File: src/ipdc_pkg.sv
// ipdc_pkg: shared types and constants for the imu packet deframer calibrator
// no dependencies
package ipdc_pkg;
	localparam logic [7:0] HDR_BYTE   = 8'h55;
	localparam logic [7:0] TYPE_ACCEL = 8'h51;
	localparam logic [7:0] TYPE_RATE  = 8'h52;
	localparam logic [7:0] TYPE_ANGLE = 8'h53;
	localparam int unsigned PKT_LEN   = 11;

	typedef enum logic [1:0] {
		KIND_SAMPLE   = 2'd0,
		KIND_CSUM_ERR = 2'd1,
		KIND_BAD_TYPE = 2'd2,
		KIND_CAL_DONE = 2'd3
	} kind_t;

	typedef enum logic [1:0] {
		PK_ACCEL = 2'd0,
		PK_RATE  = 2'd1,
		PK_ANGLE = 2'd2,
		PK_OTHER = 2'd3
	} pkt_kind_t;

	// classified packet handed from front to back
	typedef struct packed {
		logic             csum_ok;
		pkt_kind_t        pkind;
		logic signed [15:0] v0;
		logic signed [15:0] v1;
		logic signed [15:0] v2;
	} pkt_t;

	typedef struct packed {
		kind_t              kind;
		logic signed [16:0] accel_x;
		logic signed [16:0] accel_y;
		logic signed [16:0] accel_z;
		logic signed [15:0] rate_x;
		logic signed [15:0] rate_y;
		logic signed [15:0] rate_z;
		logic signed [15:0] roll;
		logic signed [15:0] pitch;
		logic signed [15:0] yaw;
	} res_t;
endpackage

File: src/ipdc_fifo.sv
// ipdc_fifo: small result queue toward the pop side
// depends on ipdc_pkg
module ipdc_fifo #(
	parameter int DEPTH = 4
) (
	input  logic            clk,
	input  logic            arst_n,
	input  logic            wr,
	input  ipdc_pkg::res_t  wdata,
	input  logic            rd,
	output logic            empty,
	output logic            full,
	output ipdc_pkg::res_t  rdata
);
	import ipdc_pkg::*;
	localparam int AW = $clog2(DEPTH);

	res_t mem_q [0:DEPTH-1];
	logic [AW-1:0] wp_q, rp_q;
	logic [AW:0] cnt_q;

	assign empty = cnt_q == '0;
	assign full  = cnt_q == (AW+1)'(DEPTH);
	assign rdata = mem_q[rp_q];

	always_ff @(posedge clk or negedge arst_n) begin
		if (!arst_n) begin
			wp_q <= '0;
			rp_q <= '0;
			cnt_q <= '0;
		end else begin
			if (wr) wp_q <= (wp_q == AW'(DEPTH - 1)) ? '0 : wp_q + 1'b1;
			if (rd) rp_q <= (rp_q == AW'(DEPTH - 1)) ? '0 : rp_q + 1'b1;
			cnt_q <= cnt_q + (AW+1)'(wr) - (AW+1)'(rd);
		end
	end

	always_ff @(posedge clk) begin
		if (wr) mem_q[wp_q] <= wdata;
	end
endmodule

File: config.mk
export PLATFORM = sky130hd
export DESIGN_NAME = ipdc_fifo
export DESIGN_NICKNAME = d
export VERILOG_FILES = /design/src/ipdc_pkg.sv /design/src/ipdc_fifo.sv
export SDC_FILE = /design/constraint.sdc
export NUM_CORES = 1
export LEC_CHECK = 0
export BUFFER_PORTS_ARGS = -buffer_cell sky130_fd_sc_hd__buf_2
export CAP_MARGIN = 25
export CORE_UTILIZATION = 57
export DETAILED_ROUTE_END_ITERATION = 6
export MAX_ROUTING_LAYER = met4
export PLACE_DENSITY = 0.79
export SYNTH_ARGS = -nofsm -noshare
export SYNTH_HDL_FRONTEND = slang
export SYNTH_SLANG_ARGS = --single-unit
export TNS_END_PERCENT = 50
File: constraint.sdc
create_clock -name clk -period 5.25 [get_ports clk]
set_input_delay 0.2625 -clock clk [delete_from_list [all_inputs] [get_ports clk]]
set_output_delay 0.2625 -clock clk [all_outputs]
set_load 0.02 [all_outputs]
==> results by group, run 1 <==
Worst setup path
  – CP max stage cell: dfrtp_4
  – Crit path cell chain: buf_4 > mux4_2 > buf_2
  – CP arrival: 2.91 ns
  – Flop2flop setup slack: 2.88 ns
  – Req. time, crit path: 4.99 ns
  – CP peak stage delay: 0.96 ns
  – Worst-path fanout max: 36
  – Setup crit end: rdata[114]
  – Critical path origin: rp_q[0]
  – Reg2Reg Launch Point: wp_q[0]
  – CP Class: reg2out
  – Critical path's top delay family: flip-flops
  – FF-to-FF End: mem_q[2][24]
  – Worst R2R Path Depth: 4
  – WP depth: 3
  – Bufs and invs on worst path: 2
  – Worst setup EP type: output port
  – CP Launch Type: flip-flop

CTS
  – Clock sinks: 603
  – Max clock buf depth: 3
  – H-tree levels: 2
  – Post-CTS Setup Bufs: 0
  – Worst skew pair latency: 0.60 ns
  – TritonCTS clock tree: built
  – Num CTS Buffers: 58
  – Post_cts resized: 0
  – CTS Root Cell: clkbuf_16
  – Clk pin slew, worst setup/hold paths: 0.06 ns
  – CTS Hold Bufs: 152

Pwr
  – Flop pwr share: 0.429
  – Psw: 4.67 mW
  – Int Pwr: 10.5 mW
  – Clk pwr share: 0.270
  – Peak supply drop: 0.435 mV
  – Comb pwr share: 0.300
  – Sw frac: 0.309
  – Power per standard cell area: 552 nW/um^2
  – Leak: 9.46 nW

STA
  – Worst Max-Slew Pin Slew: 0.896 ns
  – Max-slew violations: 0
  – Fin Setup TNS: 0 ns
  – Slew HR: 0.402
  – Max Fclk: 315 MHz
  – Final min period: 3.17 ns
  – Fin. Hold Viols: 0
  – Tcrit/Tclk final: 0.604
  – Skew final: 0.0177 ns
  – RSZ-0062 raised after global routing: no
  – Final setup viols: 0

Drt
  – Vias per cell: 5.54
  – Final wirelength: 43600 um
  – DRT antenna net count: 0
  – Drt initial violations: 611
  – Drt wl/cell: 23.3 um
  – Routed vias: 10400
  – Pre-Repair DR Iteration Count: 5
  – Remaining routing DRC violations: 0

Placement
  – Hpwl dp: 23300 um
  – RePlAce Congestion: 0.730
  – Cells after DPL: 1603
  – IO buf count: 303

Die
  – CORE AREA: 37800 sq um
  – Ports: 304
  – Initial Util: 0.580
  – Die X: 198 um
  – FP Rows: 71
  – DIE HEIGHT: 198 um
  – DIE AREA: 39200 sq um

Synth
  – Synth Warn #: 0
  – Seq/Total Area, Yosys: 0.826
  – Distinct cell type count after synthesis: 18
  – FF+latch count, synth: 603
  – Mapped Area: 21900 sq um
  – Synth Area per Inst: 26.9 sq um
  – Cells after Synth: 815
  – Syn nets: 976

Cells and area
  – Nets@finish: 1465
  – Area Overhead vs Synth: 25.3%
  – Most common cell after layout, fill and taps aside: edfxtp_1
  – Finished Layout Cells: 1869
  – Layout cell share with drive strength beyond 1: 0.410
  – Commonest cells after routing, fill and taps aside: edfxtp_1 (596), buf_2 (303), dlygate4sd3_1 (152)

Global route
  – Global-route wire length before repair: 64700 um
  – Total GRT Usage: 0.234
  – Vias in the first global route: 11100
  – Largest net degree at the start of global routing: 140
  – Initial antenna violation count: 1
  – Total congestion overflow: 0

Job
  – Max-cap violations: 0

Status
  – Status: complete, no violations

Min path
  – Hold Crit Class: in2async
-- worst reg2reg max path: cells and delay by family, from the launching register on --
family | cells | cell delay (ns)
buffers and inverters | 2 | 0.73
AND/OR/NAND/NOR | 1 | 0.64
flip-flops | 1 | 0.41
adder cells (fa/ha/maj) | 1 | 0.15
-- kinds of logic after synthesis --
logic type	after synthesis	share of synthesized area
compound gates	2	0.000457
xor+xnor	2	0.000800
fa+ha+maj	8	0.00491
buf+inv	40	0.0116
flops	603	0.826
mux	151	0.154
simple gates	9	0.00240
-- cell type report --
cell class / instances / area (sq um)
inverter: 6 / 22.5
clock buffer: 76 / 1620
clock inverter: 34 / 292
sequential: 603 / 18100
multi-input combinational: 172 / 3580
antenna: 4 / 10.0
fill: 2089 / 10300
tap: 511 / 639
timing repair buffer: 463 / 3190
-- per-stage QoR --
step	util	hold slack [ns]	worst slack (ns)	total power [mW]	cell area [sq um]
6_report	0.726	0.0601	2.08	15.1	27400
5_1_grt	0.726	0.0597	1.91	15.7	27400
4_1_cts	0.726	0.00393	1.97	15.3	27400
3_5_place_dp	0.635	0.116	2.64	11.1	24000
3_3_place_gp	0.635	0.110	2.69	11.0	24000
2_1_floorplan	-	-0.0331	0.698	9.74	21900
-- routing by layer --
metal  routed length, um  GRT usage  vias up
met3                3630     0.0649       76
met2               21900      0.371      395
met4                 973     0.0758        0
met1               17100      0.297     5361
li1                    -          -     4529
met5                   0          -        -
-- worst min path at each step --
stage,end,cells past startpoint
2_1_floorplan,cnt_q[0],0
3_3_place_gp,cnt_q[0],1
3_5_place_dp,cnt_q[0],1
4_1_cts,cnt_q[2],2
5_1_grt,wp_q[1],2
6_report,cnt_q[0],2
-- synthesized netlist by cell type --
cell,number,share of area
clkbuf_1,6,0.0010
buf_2,17,0.0039
fa_1,1,0.00091
nor2_1,1,0.00017
mux4_2,149,0.15
and3_1,1,0.00029
xnor2_1,2,0.00080
ha_1,7,0.0040
inv_1,6,0.0010
dfrtp_1,7,0.0080
buf_6,11,0.0057
edfxtp_1,596,0.82
o21ai_0,2,0.00046
mux2_2,2,0.0010
nand2_1,1,0.00017
nor3_1,1,0.00023
and2_1,4,0.0011
or3b_2,1,0.00040
-- registers in the layout, indices dropped and copies added, names as in the netlist --
register / count
rp_q: 2
cnt_q: 3
wp_q: 2
mem_q: 596
-- power groups by stage --
| stage | Sequential (mW) | Clock [mW] | Combinational (mW) |
|---|---|---|---|
| 2_1_floorplan | 6.48 | 0 | 3.26 |
| 3_3_place_gp | 6.53 | 0 | 4.47 |
| 3_5_place_dp | 6.59 | 0 | 4.49 |
| 4_1_cts | 6.51 | 4.16 | 4.62 |
| 5_1_grt | 6.57 | 4.34 | 4.84 |
| 6_report | 6.50 | 4.09 | 4.55 |
Note: power is estimated with default switching activity, not from simulation.
==> inputs of run 2 (changes only) <==
--- a/config.mk
+++ b/config.mk
@@ -7,10 +7,10 @@
 export LEC_CHECK = 0
 export BUFFER_PORTS_ARGS = -buffer_cell sky130_fd_sc_hd__buf_2
 export CAP_MARGIN = 25
-export CORE_UTILIZATION = 57
+export CORE_UTILIZATION = 51
 export DETAILED_ROUTE_END_ITERATION = 6
 export MAX_ROUTING_LAYER = met4
-export PLACE_DENSITY = 0.79
+export PLACE_DENSITY = 0.75
 export SYNTH_ARGS = -nofsm -noshare
 export SYNTH_HDL_FRONTEND = slang
 export SYNTH_SLANG_ARGS = --single-unit
==> constraint.sdc (replaced) <==
create_clock -name clk -period 2.9 [get_ports clk]
set_input_delay 0.145 -clock clk [delete_from_list [all_inputs] [get_ports clk]]
set_output_delay 0.145 -clock clk [all_outputs]
set_load 0.02 [all_outputs]
==> results by group, run 2 (same netlist as run 1, synthesis figures left out) <==
Die
  – DIE AREA: 43800 sq um
  – Ports: 304
  – CORE AREA: 42100 sq um
  – FP Rows: 75
  – Die X: 209 um
  – Initial Util: 0.520
  – DIE HEIGHT: 209 um

CTS
  – Clock sinks: 603
  – Post-CTS Setup Bufs: 0
  – Num CTS Buffers: 58
  – Max clock buf depth: 3
  – Clk pin slew, worst setup/hold paths: 0.06 ns
  – Worst skew pair latency: 0.61 ns
  – H-tree levels: 2
  – CTS Root Cell: clkbuf_16
  – TritonCTS clock tree: built
  – Post_cts resized: 0

Job
  – Max-cap violations: 0

Cells and area
  – Area Overhead vs Synth: 26.6%
  – Nets@finish: 1487
  – Commonest cells after routing, fill and taps aside: edfxtp_1 (596), buf_2 (303), dlygate4sd3_1 (153)
  – Finished Layout Cells: 1917
  – Largest regs: mem_q (596), cnt_q (3)
  – Utilization after layout: 0.658
  – Most common cell after layout, fill and taps aside: edfxtp_1
  – Max reg flops: 596
  – Layout cell share with drive strength beyond 1: 0.418
  – Fill cell count: 2610
  – Reg with most FFs: mem_q

STA
  – Fin. Hold Viols: 0
  – Max-slew violations: 0
  – RSZ-0062 raised after global routing: no
  – Slew HR: 0.554
  – Hold WS: 0.294 ns
  – Worst Max-Slew Pin Slew: 0.669 ns
  – Final worst slack: 0.258 ns
  – Skew final: 0.0266 ns
  – Fin Setup TNS: 0 ns
  – Max Fclk: 378 MHz
  – Final min period: 2.64 ns
  – Final setup viols: 0
  – Tcrit/Tclk final: 0.911

Min path
  – Hold Crit Class: in2reg

Placement
  – Placement Setup Slack: 0.856 ns
  – Hpwl dp: 25000 um
  – Cells after DPL: 1652
  – IO buf count: 303
  – RePlAce Congestion: 0.723

Pwr
  – Power per standard cell area: 996 nW/um^2
  – Leak: 9.58 nW
  – Peak supply drop: 0.720 mV

Worst setup path
  – Worst setup EP type: output port
  – CP max stage cell: mux4_2
  – CP arrival: 2.50 ns
  – CP peak stage delay: 0.58 ns
  – CP Launch Type: flip-flop
  – Crit path cell chain: buf_12 > buf_4 > mux4_2 > buf_2
  – Worst-path fanout max: 22
  – Bufs and invs on worst path: 3
  – CP Class: reg2out
  – Req. time, crit path: 2.76 ns
  – Critical path's top delay family: buffers and inverters

Drt
  – Routed vias: 10600
  – Final wirelength: 44300 um
  – Vias per cell: 5.50
  – Drt wl/cell: 23.1 um
  – Pre-Repair DR Iteration Count: 5
  – Remaining routing DRC violations: 0
  – DRT antenna net count: 0
  – Drt initial violations: 851

Status
  – Status: complete, no violations

Global route
  – Total GRT Usage: 0.212
  – Largest net degree at the start of global routing: 64
  – Vias in the first global route: 11400
  – Total congestion overflow: 0
  – Global-route wire length before repair: 66800 um
  – Initial antenna violation count: 3
-- run 2: cell count changes in the layout (fill, tap and decap cells not counted), sizes merged, moves of 2 or more --
| cell | before | now |
|---|---|---|
| clkinvlp | 2 | 5 |
| clkinv | 25 | 23 |
| bufinv | 5 | 3 |
| buf | 311 | 332 |
-- run 2: worst paths after layout --
| kind | slack (ns) | endpoint | cells past startpoint | start |
|---|---|---|---|---|
| setup / recovery | 0.26 | rdata[7] | 4 | rp_q[0] |
| hold / removal | 0.29 | mem_q[0][14] | 2 | wdata[14] |
| setup reg to reg | 0.92 | mem_q[2][101] | 4 | wp_q[0] |
| hold reg to reg | 0.63 | cnt_q[2] | 2 | cnt_q[2] |
| max in group asynchronous | 2.01 | rp_q[0] | 3 | arst_n |
| min in group asynchronous | 0.58 | cnt_q[1] | 3 | arst_n |
-- run 2: area by class of cell --
cell class,instances,area (sq um),share of cell area
Antenna cell,3,7.51,0.000271
Clock buffer,77,1630,0.0587
Clock inverter,32,244,0.00880
Inverter,6,22.5,0.000812
Multi-Input combinational cell,172,3580,0.129
Sequential cell,603,18100,0.652
Tap cell,539,674,0.0243
Timing Repair Buffer,485,3490,0.126
-- run 2: metal layers --
| layer | global-route usage | up-vias | share of wire |
|---|---|---|---|
| met4 | 0.0680 | 0 | 0.024 |
| met5 | - | - | 0 |
| met1 | 0.269 | 5491 | 0.40 |
| li1 | - | 4567 | - |
| met3 | 0.0577 | 80 | 0.085 |
| met2 | 0.335 | 412 | 0.49 |
-- run 2: timing repair --
| item | in CTS | in global routing |
|---|---|---|
| endpoints found under the setup margin | 0 | 0 |
| hold buffers | 153 | 0 |
| hold endpoints to repair | 608 | 0 |
-- run 2: worst register-to-register path: stages, from the launching register on --
cell and delay, ns:
dfrtp_1 0.41, inv_1 0.12, ha_1 0.16, and2_4 0.45
buf_12 0.38
-- run 2: per-stage QoR --
stage	area [sq um]	power (mW)
finish	27700	27.6
global route	27700	28.7
CTS	27700	27.9
detailed placement	24300	20.4
global placement	24300	20.3
floorplan	21900	17.6
-- run 2: power breakdown --
group          switching, mW  internal [mW]
logic                   5.04           3.65
registers              0.463           11.2
clock network           3.10           4.20
