$ cat src/ipdc_pkg.sv
// ipdc_pkg: shared types and constants for the imu packet deframer calibrator
// no dependencies
package ipdc_pkg;
	localparam logic [7:0] HDR_BYTE   = 8'h55;
	localparam logic [7:0] TYPE_ACCEL = 8'h51;
	localparam logic [7:0] TYPE_RATE  = 8'h52;
	localparam logic [7:0] TYPE_ANGLE = 8'h53;
	localparam int unsigned PKT_LEN   = 11;

	typedef enum logic [1:0] {
		KIND_SAMPLE   = 2'd0,
		KIND_CSUM_ERR = 2'd1,
		KIND_BAD_TYPE = 2'd2,
		KIND_CAL_DONE = 2'd3
	} kind_t;

	typedef enum logic [1:0] {
		PK_ACCEL = 2'd0,
		PK_RATE  = 2'd1,
		PK_ANGLE = 2'd2,
		PK_OTHER = 2'd3
	} pkt_kind_t;

	// classified packet handed from front to back
	typedef struct packed {
		logic             csum_ok;
		pkt_kind_t        pkind;
		logic signed [15:0] v0;
		logic signed [15:0] v1;
		logic signed [15:0] v2;
	} pkt_t;

	typedef struct packed {
		kind_t              kind;
		logic signed [16:0] accel_x;
		logic signed [16:0] accel_y;
		logic signed [16:0] accel_z;
		logic signed [15:0] rate_x;
		logic signed [15:0] rate_y;
		logic signed [15:0] rate_z;
		logic signed [15:0] roll;
		logic signed [15:0] pitch;
		logic signed [15:0] yaw;
	} res_t;
endpackage

$ cat src/ipdc_front.sv
// ipdc_front: byte framer, checksum and type classification
// depends on ipdc_pkg
module ipdc_front (
	input  logic            clk,
	input  logic            arst_n,
	input  logic            in_valid,
	input  logic [7:0]      in_byte,
	output logic            pkt_valid,
	output ipdc_pkg::pkt_t  pkt
);
	import ipdc_pkg::*;

	logic [3:0] idx_q;
	logic [7:0] sum_q;
	logic [7:0] bytes_q [0:8];

	always_ff @(posedge clk or negedge arst_n) begin
		if (!arst_n) begin
			idx_q <= '0;
		end else if (in_valid) begin
			if (idx_q == 4'd0) begin
				idx_q <= (in_byte == HDR_BYTE) ? 4'd1 : 4'd0;
			end else if (idx_q == 4'(PKT_LEN - 1)) begin
				idx_q <= '0;
			end else begin
				idx_q <= idx_q + 4'd1;
			end
		end
	end

	always_ff @(posedge clk) begin
		if (in_valid) begin
			if (idx_q == 4'd0) begin
				sum_q <= HDR_BYTE;
			end else begin
				sum_q <= sum_q + in_byte;
			end
			if (idx_q != 4'd0 && idx_q < 4'(PKT_LEN - 1)) begin
				bytes_q[idx_q[3:0] - 4'd1] <= in_byte;
			end
		end
	end

	always_comb begin
		pkt_valid   = in_valid && idx_q == 4'(PKT_LEN - 1);
		pkt.csum_ok = (sum_q == in_byte);
		case (bytes_q[0])
			TYPE_ACCEL: pkt.pkind = PK_ACCEL;
			TYPE_RATE:  pkt.pkind = PK_RATE;
			TYPE_ANGLE: pkt.pkind = PK_ANGLE;
			default:    pkt.pkind = PK_OTHER;
		endcase
		pkt.v0 = {bytes_q[2], bytes_q[1]};
		pkt.v1 = {bytes_q[4], bytes_q[3]};
		pkt.v2 = {bytes_q[6], bytes_q[5]};
	end
endmodule

$ cat config.mk
export PLATFORM = sky130hd
export DESIGN_NAME = ipdc_front
export DESIGN_NICKNAME = d
export VERILOG_FILES = /design/src/ipdc_pkg.sv /design/src/ipdc_front.sv
export SDC_FILE = /design/constraint.sdc
export NUM_CORES = 1
export LEC_CHECK = 0
export ABC_AREA = 1
export ABC_CLOCK_PERIOD_IN_PS = 2320
export BUFFER_PORTS_ARGS = -buffer_cell sky130_fd_sc_hd__buf_4
export CORE_MARGIN = 8
export CORE_UTILIZATION = 53
export DETAILED_ROUTE_END_ITERATION = 8
export PLACE_DENSITY = 0.85
export SLEW_MARGIN = 20
export SYNTH_ARGS = -nofsm -noshare
export SYNTH_HDL_FRONTEND = slang
export SYNTH_SLANG_ARGS = --single-unit
export TNS_END_PERCENT = 1
$ cat constraint.sdc
create_clock -name clk -period 2.32 [get_ports clk]
set_input_delay 0.232 -clock clk [delete_from_list [all_inputs] [get_ports clk]]
set_output_delay 0.232 -clock clk [all_outputs]
set_load 0.01 [all_outputs]
==> results of run 1 <==
cell usage after synthesis:
| master | instances | area, µm² |
|---|---|---|
| edfxtp_1 | 64 | 1920 |
| nand2_1 | 33 | 124 |
| inv_1 | 17 | 63.8 |
| nand3_1 | 14 | 70.1 |
| nor2_1 | 9 | 33.8 |
| nor3_1 | 9 | 45.0 |
| ha_1 | 7 | 87.6 |
| a21oi_1 | 5 | 25.0 |
| dfrtp_1 | 4 | 100 |
| nand4_1 | 4 | 25.0 |
| o21ai_0 | 3 | 15.0 |
| inv_2 | 2 | 7.51 |
| nand3_4 | 2 | 35.0 |
| nor3_2 | 2 | 20.0 |
| or2_1 | 2 | 12.5 |
| xor2_1 | 2 | 17.5 |
| a21boi_0 | 1 | 7.51 |
| a31o_2 | 1 | 8.76 |
| a31oi_1 | 1 | 6.26 |
| and2_1 | 1 | 6.26 |
| clkinv_2 | 1 | 5.00 |
| fa_1 | 1 | 20.0 |
| nand3b_1 | 1 | 7.51 |
| nor2_2 | 1 | 6.26 |
| nor2_4 | 1 | 11.3 |
| nor4_1 | 1 | 6.26 |
| o211ai_1 | 1 | 7.51 |
| o21ai_1 | 1 | 5.00 |
| xnor2_1 | 1 | 8.76 |
cells in the final DEF (no fill, tap or decap), drive strengths merged:
cell type / n
buf: 68
edfxtp: 64
nand2: 33
inv: 19
nand3: 16
nor2: 11
nor3: 11
clkbuf: 9
ha: 7
a21oi: 5
nand4: 4
dfrtp: 4
o21ai: 4
clkinv: 4
xor2: 2
or2: 2
bufinv: 2
a21boi: 1
o211ai: 1
nor4: 1
a31oi: 1
nand3b: 1
a31o: 1
and2: 1
xnor2: 1
fa: 1
clkinvlp: 1
dlygate4sd3: 1
logic make-up (layout without fill, tap and decap cells):
logic type,Yosys count,in the layout
XOR/XNOR,3,3
buffers and inverters,20,104
AO/OA/AOI/OAI,13,13
adder cells (fa/ha/maj),8,8
flip-flops,68,68
AND/OR/NAND/NOR,80,80
report_power, final:
part / total [mW] / internal (mW) / switching, mW
clock network: 1.02 / 0.589 / 0.428
registers: 1.72 / 1.61 / 0.114
logic: 1.17 / 0.427 / 0.740
total: 3.91 / 2.63 / 1.28
sequential cells by signal, summed over array words and instances, names as in the netlist:
signal / count
sum_q: 8
bytes_q: 56
idx_q: 4
metrics by stage:
step	worst slack (ns)	utilization [%]	power (mW)
final	0.284	70.3	3.91
after floorplan	0.448	-	2.48
after global routing	0.150	70.3	4.12
after global placement	0.583	66.0	2.79
after detailed placement	0.471	66.0	2.86
after CTS	0.350	70.3	3.90
critical path: cells and delay by family (launching register included):
kind                       cells  cell delay (ns)
and+or+nand+nor                3             0.58
DFF                            1             0.37
adders and majority gates      1             0.37
buffers and inverters          1             0.15
cell type report:
| type | instances | share of cell area (%) |
|---|---|---|
| Timing Repair Buffer | 69 | 14.8 |
| Tap cell | 70 | 2.49 |
| Clock buffer | 9 | 3.52 |
| Clock inverter | 6 | 2.27 |
| Multi-Input combinational cell | 104 | 17.4 |
| Inverter | 20 | 2.17 |
| Sequential cell | 68 | 57.4 |
metal layers:
metal  vias to the layer above  routed length [µm]
li1                        853                   -
met1                       895                2310
met2                       105                3140
met3                        21                 469
met4                         0                 199
met5                         -                   0
final timing paths:
kind,to,from,slack [ns],depth (start not counted)
setup / recovery,pkt[50],sum_q[3],0.28,5
hold / removal,bytes_q[1][5],in_byte[5],0.15,1
setup reg to reg,bytes_q[4][4],idx_q[1],0.42,3
hold reg to reg,idx_q[0],idx_q[0],0.65,2
max in group asynchronous,idx_q[0],arst_n,2.02,2
min in group asynchronous,idx_q[1],arst_n,0.20,2
==> flow_summary.rst, run 1 <==
.. list-table::
   :header-rows: 1

   * - Metric
     - Value
   * - Post-CTS setup repair buffer count
     - 0
   * - Final #Nets
     - 291
   * - Global-route track usage on met1
     - 17.8%
   * - Die span in x
     - 87.5 µm
   * - First-pass GRT wire length
     - 9.70 mm
   * - Max Root-Sink Buffers
     - 2
   * - Final instance count without filler cells
     - 346
   * - Syn Nets
     - 211
   * - Diode count
     - 0
   * - RePlAce Congestion
     - 0.888
   * - Number of hold buffers added after cts
     - 1
   * - Fraction of synthesized cell area in xor and xnor cells
     - 0.970%
   * - Slowest cell delay on critical path
     - 0.37 ns
   * - Least-Margin Pin Slew
     - 0.623 ns
   * - Result of the run
     - completed
   * - Area share of and/or/nand/nor cells after synthesis
     - 14.9%
   * - Number of nets still failing antenna checks after routing
     - 0
   * - Clk sinks
     - 68
   * - DRC viols
     - 0
   * - Post-detailed-route wirelength per cell
     - 17.7 µm
   * - Global routing usage on met2
     - 29.7%
   * - Count of final hold-check violations
     - 0
   * - Max-capacitance violation count
     - 0
   * - Total area of sequential cells
     - 2020 µm²
   * - Total detailed-routing wirelength
     - 6.12 mm
   * - CTS tree
     - done
   * - Post-synthesis mux area share
     - 0%
   * - Finished Cell Area
     - 3520 µm²
   * - Fraction of the yosys area taken by sequential cells
     - 74.6%
   * - Grt peak-use layer
     - met2
   * - Worst max-slew margin expressed relative to the limit
     - 58.2%
   * - Total power per unit cell area
     - 1110 nW/µm²
   * - Worst Path Required
     - 2.09 ns
   * - Core outline area
     - 5010 µm²
   * - Highest Clock Rate
     - 0.491 GHz
   * - Insertion delay to the later sink of the worst-skew pair
     - 0.34 ns
   * - Total negative slack
     - 0 ns
   * - DP HPWL
     - 4.05 mm
   * - Row count
     - 26
   * - Min cycle time layout
     - 2.04 ns
   * - Clock transition at the register clock pins on the worst setup and hold paths after CTS
     - 0.07 ns
   * - Vias
     - 1874
   * - Pleak
     - 1.43 nW
   * - Post-synthesis compound-gate area fraction
     - 2.77%
   * - Cell count after placement
     - 330
   * - Starting utilization of the core area
     - 54.1%
   * - FILL cells
     - 339
   * - Number of max-slew violations in the final report
     - 0
   * - Height of the die
     - 87.5 µm
   * - Number of global-route vias before repair
     - 1942
   * - Area growth from synthesis to layout
     - 30.0%
   * - All-layer global routing usage
     - 17.3%
   * - Fraction of layout instances using a drive strength above 1
     - 33.0%
   * - GRT met3 Usage
     - 5.19%
   * - Post-route clock skew
     - 0.00686 ns
   * - Number of antenna violations at the first check in global routing
     - 0
   * - Category of the worst setup path launch point
     - flop
   * - Post-route worst hold slack
     - 0.152 ns
   * - Yosys warnings
     - 0
   * - Adder-Cell Fraction of Synth Area
     - 3.97%
   * - Number of buffers added by the clock tree synthesis step
     - 9
   * - Period utilization
     - 87.7%
   * - Clock root buffer
     - clkbuf_8
   * - Congestion Overflow GR
     - 0
   * - Total placed instance area
     - 3310 µm²
   * - Cells resized by post-CTS repair
     - 0
   * - Number of levels the H-tree was split into
     - 3
   * - Kind of capture point of the worst setup path
     - output pin
   * - Arrival time at the worst endpoint
     - 1.80 ns
   * - Crit Path Max Fanout
     - 7
   * - Number of flip-flops and latches in the synthesized netlist
     - 68
   * - Peak supply drop
     - 0.608 mV
   * - Top Ports
     - 63
   * - DRT iter0 DRCs
     - 109
   * - HP Class
     - input port to flop
   * - Post-synthesis instance area
     - 2710 µm²
   * - Ordered list of cells on the worst path
     - ha_1 > nor4_1 > nand2_1 > nor2_1 > buf_4
   * - Path type of the worst setup path
     - flop to output pin
   * - Largest net degree at the start of global routing
     - 16
   * - Final setup violating endpoints
     - 0
   * - Number of distinct library cells after synthesis
     - 29
   * - Cell type of the slowest stage on the worst timing path
     - edfxtp_1
   * - Post-Syn Area per Cell
     - 14.1 µm²
   * - Gate count after technology mapping
     - 192
   * - Dominant combinational cell family by area after synthesis
     - simple AND/OR/NAND/NOR gates
   * - Total of buffers placed on input and output ports
     - 62
   * - Avg Vias per Cell
     - 5.42
   * - Unrepaired setup endpoints after global routing
     - false
   * - Overall die area
     - 7660 µm²
   * - Total iterations of the first detailed-routing run
     - 5
   * - Area occupied by multi-input gates
     - 612 µm²
Power figures use the tool's default switching activity.
==> run 2, diff against run 1 <==
--- a/config.mk
+++ b/config.mk
@@ -5,7 +5,6 @@
 export SDC_FILE = /design/constraint.sdc
 export NUM_CORES = 1
 export LEC_CHECK = 0
-export ABC_AREA = 1
 export ABC_CLOCK_PERIOD_IN_PS = 2320
 export BUFFER_PORTS_ARGS = -buffer_cell sky130_fd_sc_hd__buf_4
 export CORE_MARGIN = 8
==> flow_summary.rst, run 2 <==
.. list-table::
   :header-rows: 1

   * - Metric
     - Value
   * - Result of the run
     - completed
   * - Path type of the worst setup path
     - flop to output pin
   * - Async set-or-reset flop fraction in the synthesized netlist
     - 5.88%
   * - Clock root buffer
     - clkbuf_8
   * - Least-Margin Pin Slew
     - 0.602 ns
   * - Fraction of post-synthesis cell area in the top cell type by area
     - 72.0%
   * - Leading cell type in the layout, fill and taps excluded
     - buf_4
   * - Avg Vias per Cell
     - 5.28
   * - Number of flip-flops and latches in the synthesized netlist
     - 68
   * - Fraction of the yosys area taken by sequential cells
     - 75.8%
   * - Gate count after technology mapping
     - 167
   * - Post-CTS setup repair buffer count
     - 0
   * - Final setup violating endpoints
     - 0
   * - Fraction of layout instances using a drive strength above 1
     - 34.7%
   * - Highest Clock Rate
     - 0.513 GHz
   * - Core outline area
     - 4980 µm²
   * - Internal reg-to-reg setup slack
     - 0.42 ns
   * - Final standard cell utilization of the core
     - 69.4%
   * - Kind of capture point of the worst setup path
     - output pin
   * - Diode count
     - 0
   * - Number of distinct library cells after synthesis
     - 38
   * - Flip-flop count of the largest register after layout
     - 56
   * - Row count
     - 26
   * - Worst max-slew margin expressed relative to the limit
     - 59.7%
   * - Number of buffers added by the clock tree synthesis step
     - 9
   * - Library cell occupying the most area in the post-synthesis netlist
     - edfxtp_1
   * - DRT iter0 DRCs
     - 125
   * - Instance count along the most critical hold path
     - 1
   * - Total iterations of the first detailed-routing run
     - 4
   * - Pleak
     - 1.33 nW
   * - CTS tree
     - done
   * - Height of the die
     - 86.9 µm
   * - Beginning of the worst hold path
     - in_byte[2]
   * - Congestion Overflow GR
     - 0
   * - Period utilization
     - 84.0%
   * - Die span in x
     - 86.9 µm
   * - Number of enable flip-flop cells after synthesis
     - 64
   * - Category of the worst setup path launch point
     - flop
   * - Most area-consuming cells after synthesis
     - edfxtp_1 (72%), dfrtp_1 (3.8%), ha_1 (3.3%)
   * - Worst Path Required
     - 2.09 ns
   * - Final #Nets
     - 262
   * - Post-route worst hold slack
     - 0.158 ns
   * - Commonest cells after routing, fill and taps aside
     - buf_4 (69), edfxtp_1 (64), nand2_1 (15), nor2_1 (14), clkbuf_8 (9)
   * - Total negative slack
     - 0 ns
   * - Overall die area
     - 7560 µm²
   * - Cells resized by post-CTS repair
     - 0
   * - All-layer global routing usage
     - 15.2%
   * - Reg-to-reg critical path startpoint
     - sum_q[0]
   * - Power, Total
     - 3.71 mW
   * - Post-detailed-route wirelength per cell
     - 16.9 µm
   * - Post-Syn Area per Cell
     - 16.0 µm²
   * - Post-synthesis instance area
     - 2670 µm²
   * - Largest net degree at the start of global routing
     - 15
   * - Critical R2R Capture
     - sum_q[6]
   * - DP HPWL
     - 3.83 mm
   * - First-pass GRT wire length
     - 8.56 mm
   * - Total detailed-routing wirelength
     - 5.38 mm
   * - Vias
     - 1679
   * - Post-route clock skew
     - 0.00625 ns
   * - Cell count after placement
     - 301
   * - Number of nets still failing antenna checks after routing
     - 0
   * - Crit Path Max Fanout
     - 7
   * - Number of antenna violations at the first check in global routing
     - 0
   * - Starting utilization of the core area
     - 53.6%
   * - Total of buffers placed on input and output ports
     - 62
   * - Clock transition at the register clock pins on the worst setup and hold paths after CTS
     - 0.07 ns
   * - Min cycle time layout
     - 1.95 ns
   * - Number of levels the H-tree was split into
     - 3
   * - Cell with the most instances after synthesis
     - edfxtp_1
   * - Max-capacitance violation count
     - 0
   * - Max Root-Sink Buffers
     - 2
   * - Top Ports
     - 63
   * - Count of final hold-check violations
     - 0
   * - Yosys warnings
     - 0
   * - Primary flip-flop cell chosen by synthesis mapping
     - edfxtp_1
   * - Total power per unit cell area
     - 1070 nW/µm²
   * - WHS Endpoint
     - bytes_q[5][2]
   * - Number of max-slew violations in the final report
     - 0
   * - RePlAce Congestion
     - 0.884
   * - Number of global-route vias before repair
     - 1720
   * - Arrival time at the worst endpoint
     - 1.72 ns
   * - DRC viols
     - 0
   * - Unrepaired setup endpoints after global routing
     - false
   * - HP Class
     - input port to flop
   * - Top cells by count, synth
     - edfxtp_1 (64), nand2_1 (15), nor2_1 (14)
   * - Clk sinks
     - 68
   * - Area growth from synthesis to layout
     - 29.5%
   * - Number of cells on the worst reg-to-reg path
     - 6
   * - Peak supply drop
     - 0.640 mV
   * - Insertion delay to the later sink of the worst-skew pair
     - 0.33 ns
   * - Final instance count without filler cells
     - 318
   * - Syn Nets
     - 186
## run 2: cell types whose count changed after synthesis, sizes merged, moves of 4 or more
cell,previous run,this run
nand2,33,15
inv,19,2
nand3,16,3
nor3,11,6
buf,0,4
nand4,4,0
o21ai,4,8
## run 2: per-stage QoR
| step | worst slack [ns] | cell area (µm²) |
|---|---|---|
| after floorplan | 0.598 | 2670 |
| after global placement | 0.495 | 3240 |
| after detailed placement | 0.405 | 3240 |
| after CTS | 0.376 | 3450 |
| after global routing | 0.293 | 3450 |
| final | 0.372 | 3450 |
## run 2: critical path: stages, from the launching register on
cell and delay (ns):
edfxtp_1 0.37, ha_1 0.38, nor4_1 0.34, nand2_1 0.08, nor2_1 0.09, buf_4 0.13
## run 2: cell families (layout without fill, tap and decap cells)
group,after synthesis,count (layout),synth area share [%]
AO/OA/AOI/OAI,20,20,4.69
XOR/XNOR,5,5,1.64
adder cells (fa/ha/maj),8,8,4.03
buffers and inverters,7,88,1.64
flip-flops,68,68,75.8
multiplexers,3,3,1.13
AND/OR/NAND/NOR,56,56,11.1
## run 2: layout make-up
cell class / count / area, µm²
sequential: 68 / 2020
fill: 338 / 1520
multi-input combinational: 92 / 602
timing repair buffer: 70 / 528
clock buffer: 11 / 131
tap: 70 / 87.6
clock inverter: 5 / 76.3
inverter: 2 / 7.51
## run 2: layer usage
layer	track usage, %	part of all wire (%)	up-vias
li1	-	-	783
met1	16.9	38	811
met2	25.5	52	72
met3	4.25	7.7	13
met4	8.61	2.3	0
met5	0	0	-
## run 2: power breakdown
group	leakage, nW	total (mW)	internal [mW]	switching (mW)
clock	0.101	1.00	0.600	0.402
sequential	0.632	1.73	1.60	0.137
combinational	0.593	0.974	0.438	0.536
## run 2: worst max path at each step
stage | cells after the start | slack, ns | start | to
6_report | 5 | 0.37 | sum_q[6] | pkt[50]
5_1_grt | 5 | 0.29 | sum_q[6] | pkt[50]
4_1_cts | 5 | 0.38 | sum_q[6] | pkt[50]
3_5_place_dp | 7 | 0.41 | in_byte[0] | sum_q[6]
3_3_place_gp | 7 | 0.49 | in_byte[0] | sum_q[6]
2_1_floorplan | 6 | 0.60 | sum_q[0] | sum_q[6]
## run 2: what timing repair did
item	in CTS	in global routing
endpoints found under the setup margin	0	0
hold buffers	1	0
hold endpoints to repair	4	0
